## config.mk

```make
export PLATFORM = sky130hd
export DESIGN_NAME = sqmc_queue
export DESIGN_NICKNAME = d
export VERILOG_FILES = /design/src/sqmc_pkg.sv /design/src/sqmc_queue.sv
export SDC_FILE = /design/constraint.sdc
export NUM_CORES = 1
export LEC_CHECK = 0
export ABC_AREA = 1
export BUFFER_PORTS_ARGS = -buffer_cell sky130_fd_sc_hd__buf_4
export CORE_AREA = 2 2 204 206
export CTS_BUF_LIST = sky130_fd_sc_hd__clkbuf_8
export DETAILED_ROUTE_END_ITERATION = 10
export DIE_AREA = 0 0 206 208
export HOLD_SLACK_MARGIN = 0.03
export PLACE_DENSITY_LB_ADDON = 0.05
export SYNTH_ARGS = -nofsm -noshare
export SYNTH_HDL_FRONTEND = slang
export SYNTH_SLANG_ARGS = --single-unit
```

## constraint.sdc

```tcl
create_clock -name clk -period 30.9 [get_ports clk]
set_clock_uncertainty 0.05 [all_clocks]
set_input_delay 1.545 -clock clk [delete_from_list [all_inputs] [get_ports clk]]
set_output_delay 1.545 -clock clk [all_outputs]
set_load 0.02 [all_outputs]
```

## src/sqmc_pkg.sv

```systemverilog
// Shared types and constants for the segment query memo cache.
`timescale 1ns / 1ps
package sqmc_pkg;

  localparam int KEY_WORDS     = 7;
  localparam int WORD_BITS     = 32;
  localparam int KEY_BITS      = KEY_WORDS * WORD_BITS;
  localparam int HIDX_BITS     = 32;

  localparam logic [63:0] FNV_OFFSET = 64'd1469598103934665603;
  localparam logic [63:0] FNV_PRIME  = 64'd1099511628211;
  localparam logic [63:0] MIX_MULT   = 64'h9e3779b97f4a7c15;

  localparam logic [1:0] KIND_LOOKUP = 2'd0;
  localparam logic [1:0] KIND_FILL   = 2'd1;
  localparam logic [1:0] KIND_FLUSH  = 2'd2;
  localparam logic [1:0] KIND_NONE   = 2'd3;

  localparam logic [1:0] CLASS_SIGHT = 2'd0;

  localparam logic [1:0] VERDICT_EMPTY   = 2'd0;
  localparam logic [1:0] VERDICT_CLEAR   = 2'd1;
  localparam logic [1:0] VERDICT_BLOCKED = 2'd2;

  typedef logic [KEY_BITS-1:0] key_t;

  // One classified request on its way from the hash front to the tables.
  typedef struct packed {
    logic [1:0]           kind;
    logic [1:0]           cls;
    key_t                 key;
    logic                 verdict;
    logic [HIDX_BITS-1:0] hidx;
  } work_t;

endpackage

```

## src/sqmc_queue.sv

```systemverilog
// Two-entry queue between the hash front end and the table back end.
`timescale 1ns / 1ps
module sqmc_queue
  import sqmc_pkg::*;
(
  input  logic  clk,
  input  logic  rst,
  input  logic  push,
  input  work_t wdata,
  output logic  full,
  input  logic  pop,
  output work_t rdata,
  output logic  empty
);

  work_t      slots [2];
  logic       wptr;
  logic       rptr;
  logic [1:0] count;

  assign full  = (count == 2'd2);
  assign empty = (count == 2'd0);
  assign rdata = slots[rptr];

  always_ff @(posedge clk) begin
    if (push) slots[wptr] <= wdata;
  end

  always_ff @(posedge clk) begin
    if (rst) begin
      wptr  <= 1'b0;
      rptr  <= 1'b0;
      count <= '0;
    end else begin
      if (push) wptr <= ~wptr;
      if (pop)  rptr <= ~rptr;
      count <= count + {1'b0, push} - {1'b0, pop};
    end
  end

endmodule

```

Word level (Yosys, flattened, before mapping)
Memories as Yosys holds them, arrays and structs flattened. A register that Yosys moved wholly into a read port is not among the register bits.
Cells that the tools add are included.
Operators by class
  add/sub/neg operators: 2
  equal/unequal tests: 1
  mux-type cells: 4
  bitwise gates (word level): 2
  reductions and logical operators: 1
Operators with widths (count)
  two-way mux 1 bit: 4
  adder 2 x 1 -> 2 bit: 1
  equality test 2 bit (second input constant): 1
  zero test 2 bit: 1
  NOT 1 bit: 2
  subtractor 2 x 1 -> 2 bit: 1
Storage, ports and cells
  flip-flop bits (word level): 4
  RAM bits: 522
  input port bits: 265
  output and inout bits: 263
  word-level logic and storage cells: 14
  memories: 1
Memories
  slots: words 2, width 261, rd ports 1, clocked after memory_dff 1, wr ports 1, line sqmc_queue.sv:16  | work_t slots [2];

Depth between registers and ports, before layout
  depth after elaboration: 3
  mapped depth: 9
  mapped depth without buffers: 9

Least setup slack after synthesis
No wires, ideal clock.
  kind: in2reg
  start point: input push
  end point: memory slots[0][0] (netlist bit), enable pin
  library setup time: 895 ps
  arrival: 12487 ps
  data required time: 29955 ps
  slack: 17468 ps
  cell stages on the path: 2
  buffers on the path: 0
  cells stage by stage: inv_1 > nor2_1
On the way
  longest elaborated chain between the ends: 2
Ends and longest elaborated chain
  start, declared: line sqmc_queue.sv:8  | input logic push,
  two-way mux 1 bit: line sqmc_queue.sv:26  | if (push) slots[wptr] <= wdata;
  two-way mux 1 bit (implied by the code): line sqmc_queue.sv:26
  end, declared: line sqmc_queue.sv:16
No other way between the ends.

==> run summary <==
The worst hold path belongs to the class reg -> reg. The met1 routing resource usage after global routing was 21.8%. After clock tree synthesis, the clock-pin slew on the worst setup and hold paths is 0.06 ns. Averaged over all synthesized cells, the footprint is 23.5 µm².

Of the synthesized area, sequential elements account for 79.5%. The number of nets produced by synthesis was 1110; the pin count of the biggest net entering global routing was 139. Setup violations remaining at the end of the flow were counted as 0. The iteration-0 DRC count of the detailed router was 505; the number of sinks driven by the clock tree was 527. For this run, the post-layout net count is 1703. TritonCTS built the clock tree. The worst setup path is launched from a flip-flop.

The die area came out at 42800 µm². The via count of the first global-routing pass is 10356. Clock latency on the worst-skew pair, taken at its later pin, is 0.62 ns. The routed layout has 9943 vias. The proportion of layout cells with a drive suffix above 1 works out to 59.8%. Prior to clock tree synthesis, the placed netlist has a worst setup slack of 26.11 ns. The routing usage on met2 is 33.3%, and the wire length of the first global-routing pass is 62.7 mm. The flow ran to the end, and the final reports show no timing, DRC or antenna violations.

The final number of max-transition violations was 0. Static timing analysis puts the maximum clock frequency at 206 MHz. After filler insertion, the fill cell instance count of the layout stands at 2965. The number of gates resized after CTS is 0, and the transition at the pin with the smallest max-transition slack is 1.22 ns. STA puts the critical path data arrival time at 3.27 ns.

In this run the post-CTS setup repair buffer count came out at 0. The routability-driven placement congestion ratio is 0.742. Headroom to the max-slew limit came out at 18.5%. The number of clock buffers added by TritonCTS is 85. The most numerous cell type found on the critical path is buf_4. Clock root buffer: clkbuf_8.

The logs give 0 for the number of warning messages in the yosys log and 14 for the distinct cell type count after synthesis. The initial antenna violation count is 7. Summing all multi-input logic gate instances after layout gives 3750 µm².

The critical-path cell with the highest stage delay is buf_4. In this run the tool buffered the top-level ports with 527 buffer cells. Setup repair after global routing left no endpoint under its margin. The run gives 19800 µm² as the cell area after technology mapping. For this configuration, the core starts out at a cell density of 48.9%. From synthesis to final layout, the design area changed by 29.8%. The critical path capture point type was an output pin.

The synthesis-stage register bit count came out at 527. Cells fill 63.5% of the core in the end. Before antenna repair, the detailed router went through 4 iterations. In the final layout, flip-flops and latches occupy 15800 µm². The period utilization was 15.7%; the max capacitance violation total was 0.

The worst vdd rail ir drop was 45.2 µV; the overall routed net length was 44.6 mm. Dividing total power by cell area gives a power density of 62.4 nW/µm². The tools report the slack of the critical path as 26.04 ns.

After detailed routing, the number of remaining DRC violations is 0. The tools report the number of H-tree levels as 3. Adding up every negative setup slack in the final design gives 0 ns.

The count of hold buffers inserted by post-cts repair came out at 0. Top cell family by delay on the critical path: buffers and inverters. The run gives 1.61 mW as the final total power.

In this run the standard cell core region covers 40600 µm². For the fraction of met3 tracks used by global routing, the log shows 9.57%. Synthesis handed over a netlist of 843 instances. The wire length per cell after detailed routing is 22.0 µm.

Walking the worst path, the cells encountered are buf_4 -> mux2_2 -> buf_4. The run gives 0 as the hold violation total from the final report. Counting along the longest clock path gives a buffer depth of 3. Type of the worst setup path: reg -> out.

The logs give 20.1% for the total global routing track utilization and 74 for the number of rows in the core area. The tools report the total I/O pin count as 528. In this run the most used layer during global routing was met2. The total buffers and inverters traversed by the critical path was 2.

The die span in y works out to 208 µm. For the remaining global-route overflow, the log shows 0. The data required time at the worst endpoint came out at 29.31 ns. The largest single stage delay on the critical path is 0.99 ns.

The largest fanout on the critical path is 64, and the shortest clock period the worst path allows after layout is 4.86 ns. The remaining number of nets flagged by the antenna check after routing is 0. The per-cell via count in the routed design came out at 4.90. Half-perimeter wire length after detailed placement: 30.2 mm. The die is 206 µm wide. In this run the static leakage power is 10.1 nW.
-- per-layer routing --
layer  share of wire (%)  up-vias
met5               0.029        -
met4                 3.1        2
met3                  12       76
met1                  35     4934
li1                    -     4541
met2                  51      390
-- cell type report --
class	instances	share of cell area (%)
Antenna cell	6	0.0583
Clock inverter	53	0.788
Sequential cell	527	61.3
Tap cell	532	2.59
Clock buffer	91	4.87
Inverter	8	0.146
Multi-Input combinational cell	279	14.6
Timing Repair Buffer	535	15.7
-- state kept, by name, summed over array words and instances, names as in the netlist, named ones only --
name and count:
count 2, slots 522, wptr 1, rptr 1
-- through the flow --
stage          hold WS (ns)  area, µm²  instances
2_1_floorplan         0.430      19800        843
3_5_place_dp          0.453      24300       1881
6_report              0.468      25700       2031
3_3_place_gp          0.444      24300       1881
4_1_cts               0.473      25700       2025
5_1_grt               0.525      25700       2031
-- cells in the final DEF, fill, tap and decap left out, types with 2 or more instances in the layout --
| cell type | count |
|---|---|
| clkinv_2 | 3 |
| clkbuf_8 | 91 |
| nor2_1 | 7 |
| diode_2 | 6 |
| inv_1 | 36 |
| ha_1 | 2 |
| nand2_1 | 4 |
| clkinv_1 | 21 |
| mux2_2 | 71 |
| dfxtp_1 | 4 |
| edfxtp_1 | 522 |
| mux2_4 | 190 |
| buf_4 | 534 |
-- synthesized netlist by cell type --
master      n  area share, %
buf_6      22            1.2
nor3_1      1          0.025
nand2_1     4          0.076
xnor2_1     1          0.044
inv_1       8           0.15
buf_2       7           0.18
mux2_2     71            4.0
nand3_1     1          0.025
ha_1        2           0.13
dfxtp_1     5           0.50
mux2_4    190             14
a21oi_1     1          0.025
edfxtp_1  522             79
nor2_1      8           0.15
-- cells by family (layout without fill, tap and decap cells) --
logic type	Yosys count	after routing	synth area share, %
simple gates	14	14	0.278
flops	527	527	79.5
fa+ha+maj	2	2	0.126
mux	261	261	18.4
buf+inv	37	687	1.58
other cells	0	6	0
compound gates	1	1	0.0252
xor+xnor	1	1	0.0442
-- tightest hold or removal path, delay by kind of cell (launching register included) --
| kind | cells | cell delay, ns |
|---|---|---|
| AND/OR/NAND/NOR | 1 | 0.07 |
| flip-flops | 1 | 0.33 |
| XOR/XNOR | 1 | 0.08 |
-- power breakdown --
| group | internal (mW) | switching (mW) | leakage (nW) |
|---|---|---|---|
| Combinational | 0.119 | 0.122 | 4.35 |
| Sequential | 0.830 | 0.0118 | 4.94 |
| Clock | 0.268 | 0.255 | 0.853 |
| Total | 1.22 | 0.389 | 10.1 |
-- worst paths after layout --
path	startpoint	to	slack [ns]	cells after the start
setup / recovery	flip-flop	rdata[51]	26.04	3
hold / removal	rptr$_SDFFE_PP0P_	rptr$_SDFFE_PP0P_	0.47	2
setup reg to reg	wptr$_SDFFE_PP0P_	slots[1][163]$_DFFE_PP_	27.29	4
hold reg to reg	rptr$_SDFFE_PP0P_	rptr$_SDFFE_PP0P_	0.47	2
Power figures use the tool's default switching activity.
