## config.mk

```make
export PLATFORM = sky130hd
export DESIGN_NAME = sqmc_front_flat
export DESIGN_NICKNAME = d
export VERILOG_FILES = /design/src/sqmc_pkg.sv /design/src/sqmc_if.sv /design/src/sqmc_front.sv /design/src/flat_wrapper.sv
export SDC_FILE = /design/constraint.sdc
export NUM_CORES = 2
export LEC_CHECK = 0
export BUFFER_PORTS_ARGS = -buffer_cell sky130_fd_sc_hd__clkbuf_2
export CAP_MARGIN = 20
export CORE_MARGIN = 2
export CORE_UTILIZATION = 61
export CTS_CLUSTER_SIZE = 30
export DETAILED_ROUTE_END_ITERATION = 7
export PLACE_DENSITY = 0.93
export SYNTH_ARGS = -nofsm -noshare
export SYNTH_HDL_FRONTEND = slang
export SYNTH_SLANG_ARGS = --single-unit
export TNS_END_PERCENT = 1
```

## constraint.sdc

```tcl
create_clock -name clk -period 15.9 [get_ports clk]
set_clock_uncertainty 0.15 [all_clocks]
set_input_delay 0 -clock clk [delete_from_list [all_inputs] [get_ports clk]]
set_output_delay 0 -clock clk [all_outputs]
set_load 0.03 [all_outputs]
```

## src/sqmc_pkg.sv

```systemverilog
// Shared types and constants for the segment query memo cache.
`timescale 1ns / 1ps
package sqmc_pkg;

  localparam int KEY_WORDS     = 7;
  localparam int WORD_BITS     = 32;
  localparam int KEY_BITS      = KEY_WORDS * WORD_BITS;
  localparam int HIDX_BITS     = 32;

  localparam logic [63:0] FNV_OFFSET = 64'd1469598103934665603;
  localparam logic [63:0] FNV_PRIME  = 64'd1099511628211;
  localparam logic [63:0] MIX_MULT   = 64'h9e3779b97f4a7c15;

  localparam logic [1:0] KIND_LOOKUP = 2'd0;
  localparam logic [1:0] KIND_FILL   = 2'd1;
  localparam logic [1:0] KIND_FLUSH  = 2'd2;
  localparam logic [1:0] KIND_NONE   = 2'd3;

  localparam logic [1:0] CLASS_SIGHT = 2'd0;

  localparam logic [1:0] VERDICT_EMPTY   = 2'd0;
  localparam logic [1:0] VERDICT_CLEAR   = 2'd1;
  localparam logic [1:0] VERDICT_BLOCKED = 2'd2;

  typedef logic [KEY_BITS-1:0] key_t;

  // One classified request on its way from the hash front to the tables.
  typedef struct packed {
    logic [1:0]           kind;
    logic [1:0]           cls;
    key_t                 key;
    logic                 verdict;
    logic [HIDX_BITS-1:0] hidx;
  } work_t;

endpackage

```

## src/sqmc_if.sv

```systemverilog
// Request and response channel interfaces.
`timescale 1ns / 1ps
interface sqmc_req_if;
  logic        valid;
  logic        ready;
  logic [1:0]  kind;
  logic [1:0]  line_class;
  logic [31:0] start_x_bits;
  logic [31:0] start_y_bits;
  logic [31:0] start_z_bits;
  logic [31:0] end_x_bits;
  logic [31:0] end_y_bits;
  logic [31:0] end_z_bits;
  logic [31:0] padding_bits;
  logic        clear_verdict;
  modport source (output valid, kind, line_class, start_x_bits, start_y_bits, start_z_bits,
                  end_x_bits, end_y_bits, end_z_bits, padding_bits, clear_verdict,
                  input ready);
  modport sink (input valid, kind, line_class, start_x_bits, start_y_bits, start_z_bits,
                end_x_bits, end_y_bits, end_z_bits, padding_bits, clear_verdict,
                output ready);
endinterface


```

## src/sqmc_front.sv

```systemverilog
// Request front end: accepts requests and hashes the key with a shared 32x32 multiplier.
`timescale 1ns / 1ps
module sqmc_front
  import sqmc_pkg::*;
(
  input  logic       clk,
  input  logic       rst,
  sqmc_req_if.sink   req,
  input  logic       hold,
  input  logic       q_full,
  output logic       q_push,
  output work_t      q_data
);

  typedef enum logic [1:0] {IDLE, MUL, PUSH} state_t;

  state_t                 state;
  logic [1:0]             kind;
  logic [1:0]             cls;
  logic [WORD_BITS-1:0]   words [KEY_WORDS];
  logic                   verdict;
  logic [63:0]            x;
  logic [63:0]            acc;
  logic [63:0]            h;
  logic [3:0]             step;
  logic [1:0]             phase;

  logic [63:0] cmul;
  logic [31:0] ma;
  logic [31:0] mb;
  logic [63:0] prod;
  logic [63:0] r;
  logic [2:0]  widx;
  logic [63:0] x_next;
  key_t        key;

  assign cmul = (step == 4'd8) ? MIX_MULT : FNV_PRIME;
  assign ma   = (phase == 2'd2) ? x[63:32] : x[31:0];
  assign mb   = (phase == 2'd1) ? cmul[63:32] : cmul[31:0];
  assign prod = {32'd0, ma} * {32'd0, mb};
  assign r    = acc + {prod[31:0], 32'd0};
  assign widx = step[2:0] + 3'd1;

  always_comb begin
    priority if (step < 4'd6) begin
      x_next = r ^ {32'd0, words[widx]};
    end else if (step == 4'd6) begin
      x_next = r ^ {62'd0, cls};
    end else begin
      x_next = r ^ {32'd0, r[63:32]};
    end
  end

  always_comb begin
    for (int i = 0; i < KEY_WORDS; i++) begin
      key[i*WORD_BITS +: WORD_BITS] = words[i];
    end
  end

  assign req.ready = (state == IDLE) && !hold;
  assign q_push    = (state == PUSH) && !q_full;
  assign q_data    = '{kind: kind, cls: cls, key: key, verdict: verdict,
                       hidx: h[HIDX_BITS-1:0]};

  always_ff @(posedge clk) begin
    if (rst) begin
      state <= IDLE;
      step  <= '0;
      phase <= '0;
    end else begin
      unique case (state)
        IDLE: begin
          if (req.valid && req.ready) begin
            kind     <= req.kind;
            cls      <= req.line_class;
            verdict  <= req.clear_verdict;
            words[0] <= req.start_x_bits;
            words[1] <= req.start_y_bits;
            words[2] <= req.start_z_bits;
            words[3] <= req.end_x_bits;
            words[4] <= req.end_y_bits;
            words[5] <= req.end_z_bits;
            words[6] <= req.padding_bits;
            x        <= FNV_OFFSET ^ {32'd0, req.start_x_bits};
            step     <= '0;
            phase    <= '0;
            priority if (req.kind == KIND_FLUSH) begin
              state <= PUSH;
            end else if (req.kind == KIND_NONE) begin
              state <= IDLE;
            end else begin
              state <= MUL;
            end
          end
        end
        MUL: begin
          unique case (phase)
            2'd0: begin
              acc   <= prod;
              phase <= 2'd1;
            end
            2'd1: begin
              acc   <= r;
              phase <= 2'd2;
            end
            default: begin
              phase <= 2'd0;
              if (step == 4'd8) begin
                h     <= r ^ {29'd0, r[63:29]};
                state <= PUSH;
              end else begin
                x    <= x_next;
                step <= step + 4'd1;
              end
            end
          endcase
        end
        default: begin
          if (!q_full) state <= IDLE;
        end
      endcase
    end
  end

endmodule

```

## src/flat_wrapper.sv

```systemverilog
// flat-port wrapper written by rule: the top's interface ports become plain ports
module sqmc_front_flat import sqmc_pkg::*;
  (clk, rst, hold, q_full, q_push, q_data, req_valid, req_kind, req_line_class, req_start_x_bits, req_start_y_bits, req_start_z_bits, req_end_x_bits, req_end_y_bits, req_end_z_bits, req_padding_bits, req_clear_verdict, req_ready);
  sqmc_req_if req_i ();
  input  logic clk;
  input  logic rst;
  input  logic hold;
  input  logic q_full;
  output logic q_push;
  output work_t q_data;
  input wire logic [$bits(req_i.valid)-1:0] req_valid;
  input wire logic [$bits(req_i.kind)-1:0] req_kind;
  input wire logic [$bits(req_i.line_class)-1:0] req_line_class;
  input wire logic [$bits(req_i.start_x_bits)-1:0] req_start_x_bits;
  input wire logic [$bits(req_i.start_y_bits)-1:0] req_start_y_bits;
  input wire logic [$bits(req_i.start_z_bits)-1:0] req_start_z_bits;
  input wire logic [$bits(req_i.end_x_bits)-1:0] req_end_x_bits;
  input wire logic [$bits(req_i.end_y_bits)-1:0] req_end_y_bits;
  input wire logic [$bits(req_i.end_z_bits)-1:0] req_end_z_bits;
  input wire logic [$bits(req_i.padding_bits)-1:0] req_padding_bits;
  input wire logic [$bits(req_i.clear_verdict)-1:0] req_clear_verdict;
  output wire logic [$bits(req_i.ready)-1:0] req_ready;
  assign req_i.valid = req_valid;
  assign req_i.kind = req_kind;
  assign req_i.line_class = req_line_class;
  assign req_i.start_x_bits = req_start_x_bits;
  assign req_i.start_y_bits = req_start_y_bits;
  assign req_i.start_z_bits = req_start_z_bits;
  assign req_i.end_x_bits = req_end_x_bits;
  assign req_i.end_y_bits = req_end_y_bits;
  assign req_i.end_z_bits = req_end_z_bits;
  assign req_i.padding_bits = req_padding_bits;
  assign req_i.clear_verdict = req_clear_verdict;
  assign req_ready = req_i.ready;
  sqmc_front u_core (.clk(clk), .rst(rst), .req(req_i), .hold(hold), .q_full(q_full), .q_push(q_push), .q_data(q_data));
endmodule
```

* Word level (Yosys, flattened, before mapping)
Memories as Yosys holds them, arrays and structs flattened.
Index checks and enable logic that the tools add are counted.
** Cells by class
- Add/sub/neg operators :: 3
- $mul :: 1
- $lt $le $gt $ge :: 1
- Eq/ne operators :: 13
- Mux-type cells :: 28
- Bitwise gates (word level) :: 7
- Reductions and logical operators :: 17
** Operator list (number)
- 64-bit two-way mux :: 6
- 64-bit case mux with 2 select lines :: 2
- 64-bit by 32-bit bitwise XOR with 64-bit output :: 2
- 64-bit adder :: 1
- 32-bit by 32-bit multiplier with 64-bit output :: 1
- 32-bit two-way mux :: 2
- 64-bit by 2-bit bitwise XOR with 64-bit output :: 1
- 32-bit bitwise XOR :: 1
- 15-bit NOT with 28-bit output :: 1
- 2-bit two-way mux :: 6
- 4-bit two-way mux :: 3
- 2-bit case mux with 2 select lines :: 3
- 4-bit AND reduction :: 3
- 2-bit == test (second input constant) :: 4
- 4-bit case mux with 2 select lines :: 1
- 2-bit inequality test (second input constant) :: 3
- 3-bit AND reduction :: 2
- 1-bit two-way mux :: 5
- 5-bit AND reduction :: 1
- 4-bit by 1-bit adder with 4-bit output (second input constant) :: 1
- 2-bit by 1-bit == test with 1-bit output (second input constant) :: 2
- 4-bit by 3-bit == test with 1-bit output (second input constant) :: 1
- 4-bit == test (second input constant) :: 1
- 2-bit zero test :: 2
- other kinds (10) :: 15
** Storage, ports and cells
- Bits in registers :: 173
- Memory bits (writable) :: 224
- Input bits :: 234
- Memories kept :: 1
** Memories
- u_core.words :: words 7, bits a word 32, read ports 8, clocked after Yosys merged registers in 0, write ports 7, line sqmc_front.sv:20 : logic [WORD_BITS-1:0] words [KEY_WORDS];

* Depth between registers and ports, before layout
- Depth in word-level cells :: 11
- Depth in mapped cells :: 46
- Depth with buffers taken out :: 40

* Worst setup path after synthesis
No wires, ideal clock.
- Path type :: register -> register
- From :: register u_core.state[1]
- To :: memory u_core.words[0][0] (enable)
- Library setup time :: 0.814 ns
- Arrival :: 10.848 ns
- Data required time :: 14.936 ns
- Path slack :: 4.089 ns
- Cell stages (with the launch flop) :: 5
- Buffers on the path :: 1
- Clock period less this slack :: 11.811 ns
- Path through :: dfxtp_1 clkbuf_1 nor3_1 nand2_1 nor2_1
** RTL lines
- from (decl) :: line sqmc_front.sv:17 : state_t state;
- from (signal assigned) :: line sqmc_front.sv:67 : state <= IDLE;
- from (signal assigned) :: line sqmc_front.sv:88 : state <= PUSH;
- from (signal assigned) :: line sqmc_front.sv:90 : state <= IDLE;
- to (decl) :: line sqmc_front.sv:20

* Final worst setup path
- From :: register u_core.step[0]
- To :: register u_core.x[31] (data pin)
** Between the ends
- Longest elaborated chain between the ends :: 11
- Elaborated cells on any way between the ends :: 16
** Ends and longest elaborated chain
- from (decl) :: line sqmc_front.sv:25 : logic [3:0] step;
- from (signal assigned) :: line sqmc_front.sv:113 : step <= step + 4'd1;
- 4-bit == test :: line sqmc_front.sv:37 : assign cmul = (step == 4'd8) ? MIX_MULT : FNV_PRIME;
- 64-bit two-way mux :: line sqmc_front.sv:37
- 32-bit two-way mux :: line sqmc_front.sv:39 : assign mb = (phase == 2'd1) ? cmul[63:32] : cmul[31:0];
- 32-bit by 32-bit multiplier with 64-bit output :: line sqmc_front.sv:40 : assign prod = {32'd0, ma} * {32'd0, mb};
- 64-bit adder :: line sqmc_front.sv:41 : assign r = acc + {prod[31:0], 32'd0};
- 64-bit by 32-bit bitwise XOR with 64-bit output :: line sqmc_front.sv:50 : x_next = r ^ {32'd0, r[63:32]};
- 64-bit two-way mux :: line sqmc_front.sv:47 : end else if (step == 4'd6) begin
- 64-bit two-way mux * :: line sqmc_front.sv:45 : priority if (step < 4'd6) begin
- 64-bit two-way mux * :: line sqmc_front.sv:108 : if (step == 4'd8) begin
- 64-bit two-way mux * :: line sqmc_front.sv:97 : unique case (phase)
- 64-bit case mux with 2 select lines * :: line sqmc_front.sv:71 : unique case (state)
- to (signal assigned) :: line sqmc_front.sv:84 : x <= FNV_OFFSET ^ {32'd0, req.start_x_bits};
- to (signal assigned) :: line sqmc_front.sv:112 : x <= x_next;
- to (decl) :: line sqmc_front.sv:22 : logic [63:0] x;
Mark *: on every way between the ends. The rest lies on a longest branch, timed or not. The select of a mux whose other input is x is not followed.
A chain may end at the register's enable or synchronous reset.

==> results.md <==
* Worst-margin pin slew at ~1100 ps
* Leading cell types in the layout, fill and taps excluded: inv_1, fa_1, clkbuf_2
* Initial Utilization at 0.613
* CTS Hold Bufs at 304
* Vias in the first global route at about 37k
* Total GRT Usage at 0.482
* Synth Cell Area at ~45000 sq um
* DRC at 8
* Leakage at between 0.02 and 0.03 uW
* Net Count, Synth at 5286
* Period minus WS final at approximately 12000 ps
* Fmax at around 0.082 GHz
* Final Cycle Share at 0.764
* CTS Root Cell: clkbuf_16
* Power Dens Cells at 220 nW/um^2
* Setup TNS at 0 ps
* Core Region at slightly above 70000 sq um
* Multi-input gate area at 29300 sq um
* DR vias/cell at 6.31
* Critical R2R Capture: u_core.x[31]
* Number of DRC markers in iteration 0 at 5586
* IO buf count at ~500
* Layout Nets at ~6.1k
* Status: complete, but fails checks
* Post-Route WL at 178000 um
* CTS Buf Count at 40
* Remaining global-route overflow at 0
* Synth Instances at between 3k and 4k
* CP Max Fanout at 32
* Syn Area/Cell at 11.4 sq um
* RSZ-0062 raised after global routing: no
* 1st-pass router iterations at 8
* Fill cells at roughly 4.9k
* Final Worst Setup Slack at 3760 ps
* Peak supply drop at about 0.35 mV
* Worst r2r src: u_core.step[0]
* Netlist cell types at 79
* Failing checks: design-rule violations
* Largest net degree at the start of global routing at 83
* Initial antenna violation count at 18
* Die area at roughly 75000 sq um
* Antenna Nets Post-Route at 0
* Asr flop ratio synth at 0
* Commonest non-fill, non-tap cell in the layout: inv_1
* Ys Warns at 0
* Reg2Reg Depth at 37
* Worst EP arrival at around 12000 ps
* Area grow syn2layout at 18.1%
* Global-route wire length before repair at between 200000 and 300000 um
* Clock transition at path regs at approximately 70 ps
* Sequential Area at between 10000 and 15000 sq um
* Post-DP HPWL at about 140000 um
* CP Capture Type: flip-flop
* # rows at 99
* # resized after CTS at 0
* EDFF count, synth at between 300 and 400
* H-tree lvl count at 2
* FF+latch count, synth at 397
* CP startpoint: u_core.step[0]
* Critical Path Max Stage Delay at 590 ps
* CTS tree: done
* Die W at around 270 um
* Register area share after synthesis at 0.266
* Final slew viol count at 0
* Crit path top cell by count: fa_1
* Worst-skew pair later-pin latency at about 600 ps
* Worst EP required at ~16000 ps
* Main flop type after synthesis: edfxtp_1
* Hold Crit Class: input port to flip-flop
* Worst slew margin at 0.255
* Clk sinks at between 300 and 400
* Io pins at 497
* CP startpoint kind: flip-flop
* Slowest cell on the critical path: fa_1
* Critical path type: flip-flop to flip-flop
* Overall power at between 10000 and 15000 uW
* Die Y at 274 um
* Routability cong. at roughly 1.0
* Layout cell share with drive strength beyond 1 at 0.147
* DP Worst Slack at about 3700 ps
* Final hold vios at 0
* Max Cap Viol at 0
* Post-CTS Setup Bufs at 0
* CP endpoint: u_core.x[31]
* Drt wl/cell at 31.3 um
* Vias at 35.8k
* Final setup viols at 0
* Reg2Reg Setup Slack at approximately 3800 ps
* Clk buf depth at 3
metal layers:
| layer | track usage | routed length [um] |
|---|---|---|
| met1 | 0.598 | 60300 |
| met2 | 0.713 | 76300 |
| met3 | 0.165 | 24600 |
| met4 | 0.332 | 16300 |
| met5 | 0 | 105 |
metrics by stage:
| stage | instance area [sq um] | hold WS, ps | utilization | instances |
|---|---|---|---|---|
| final | 52500 | 5.96 | 0.724 | 5671 |
| after global routing | 52500 | 1.65 | 0.723 | 5660 |
| after CTS | 52400 | 0.0172 | 0.722 | 5650 |
| after detailed placement | 48100 | 28.6 | 0.662 | 5272 |
| after global placement | 48100 | 26.3 | 0.662 | 5272 |
| after floorplan | 44500 | -72.5 | - | 3898 |
worst max-delay path, delay by kind of cell, from the launching register on:
| kind | cells | cell delay [ps] |
|---|---|---|
| xor+xnor | 2 | 580 |
| flops | 1 | 520 |
| fa+ha+maj | 12 | 4840 |
| buf+inv | 6 | 1610 |
| compound gates | 8 | 1980 |
| simple gates | 9 | 2150 |
flip-flops by register name, indices dropped and copies added (netlist names):
name	cells
u_core.step	4
u_core.phase	2
u_core.cls	2
u_core.h	32
u_core.x	64
u_core.acc	64
u_core.words	224
u_core.kind	2
u_core.state	2
u_core.verdict	1
power by group:
group	internal (uW)	switching, uW	leakage (uW)	total (uW)
clock	530	461	0.000633	991
sequential	1550	51.3	0.00361	1600
combinational	3150	5830	0.0210	8980
total	5230	6340	0.0252	11600
cell type report:
cell class                      count  share of cell area
Clock inverter                     24             0.00448
Antenna cell                       12            0.000572
Clock buffer                       50              0.0202
Tap cell                          959              0.0228
Inverter                          800              0.0572
Sequential cell                   397               0.225
Multi-Input combinational cell   2588               0.558
Timing Repair Buffer              841               0.112
cells in the mapped netlist (5+ instances only):
library cell	n	area share
fa_1	732	0.33
nand2_1	173	0.015
and3_1	18	0.0025
nand2b_1	45	0.0063
and4_1	6	0.0012
nand4_1	13	0.0018
clkbuf_1	92	0.0078
a21o_1	47	0.0079
o22ai_1	11	0.0015
a21oi_1	166	0.019
buf_1	15	0.0013
edfxtp_1	389	0.26
a211oi_1	13	0.0022
o211ai_1	11	0.0019
o31ai_1	5	0.00084
a31oi_1	16	0.0022
nor2_1	220	0.019
mux2i_1	75	0.017
a22oi_1	18	0.0030
nand3_1	24	0.0027
o21a_1	18	0.0030
or3_1	5	0.00070
and2_1	107	0.015
xor2_1	70	0.014
nor2b_1	25	0.0035
mux4_2	32	0.016
o21ai_0	96	0.011
or2_2	8	0.0011
inv_1	799	0.067
o21bai_1	8	0.0013
nor3_1	26	0.0029
ha_1	422	0.12
dfxtp_1	8	0.0036
mux2_2	27	0.0068
xnor2_1	83	0.016
cells by family after synthesis:
| family | after synthesis | synth area share |
|---|---|---|
| adders and majority gates | 1154 | 0.448 |
| buffers and inverters | 913 | 0.0772 |
| and+or+nand+nor | 686 | 0.0737 |
| AOI/OAI and AO/OA | 459 | 0.0642 |
| DFF | 397 | 0.266 |
| xor gates and xnor gates | 155 | 0.0310 |
| muxes | 134 | 0.0399 |
worst min path at each step:
stage / start / to / slack (ps) / depth (start not counted)
final: req_end_z_bits[28] / u_core.words[5][28] / 6 / 2
after global routing: req_end_z_bits[28] / u_core.words[5][28] / 2 / 2
after detailed placement: req_start_z_bits[24] / u_core.words[2][24] / 30 / 1
after global placement: req_start_z_bits[22] / u_core.words[2][22] / 30 / 1
after floorplan: rst / u_core.step[0] / -70 / 1
after CTS: req_end_x_bits[2] / u_core.words[3][2] / 0.02 / 2
(Power assumes the default switching activity.)
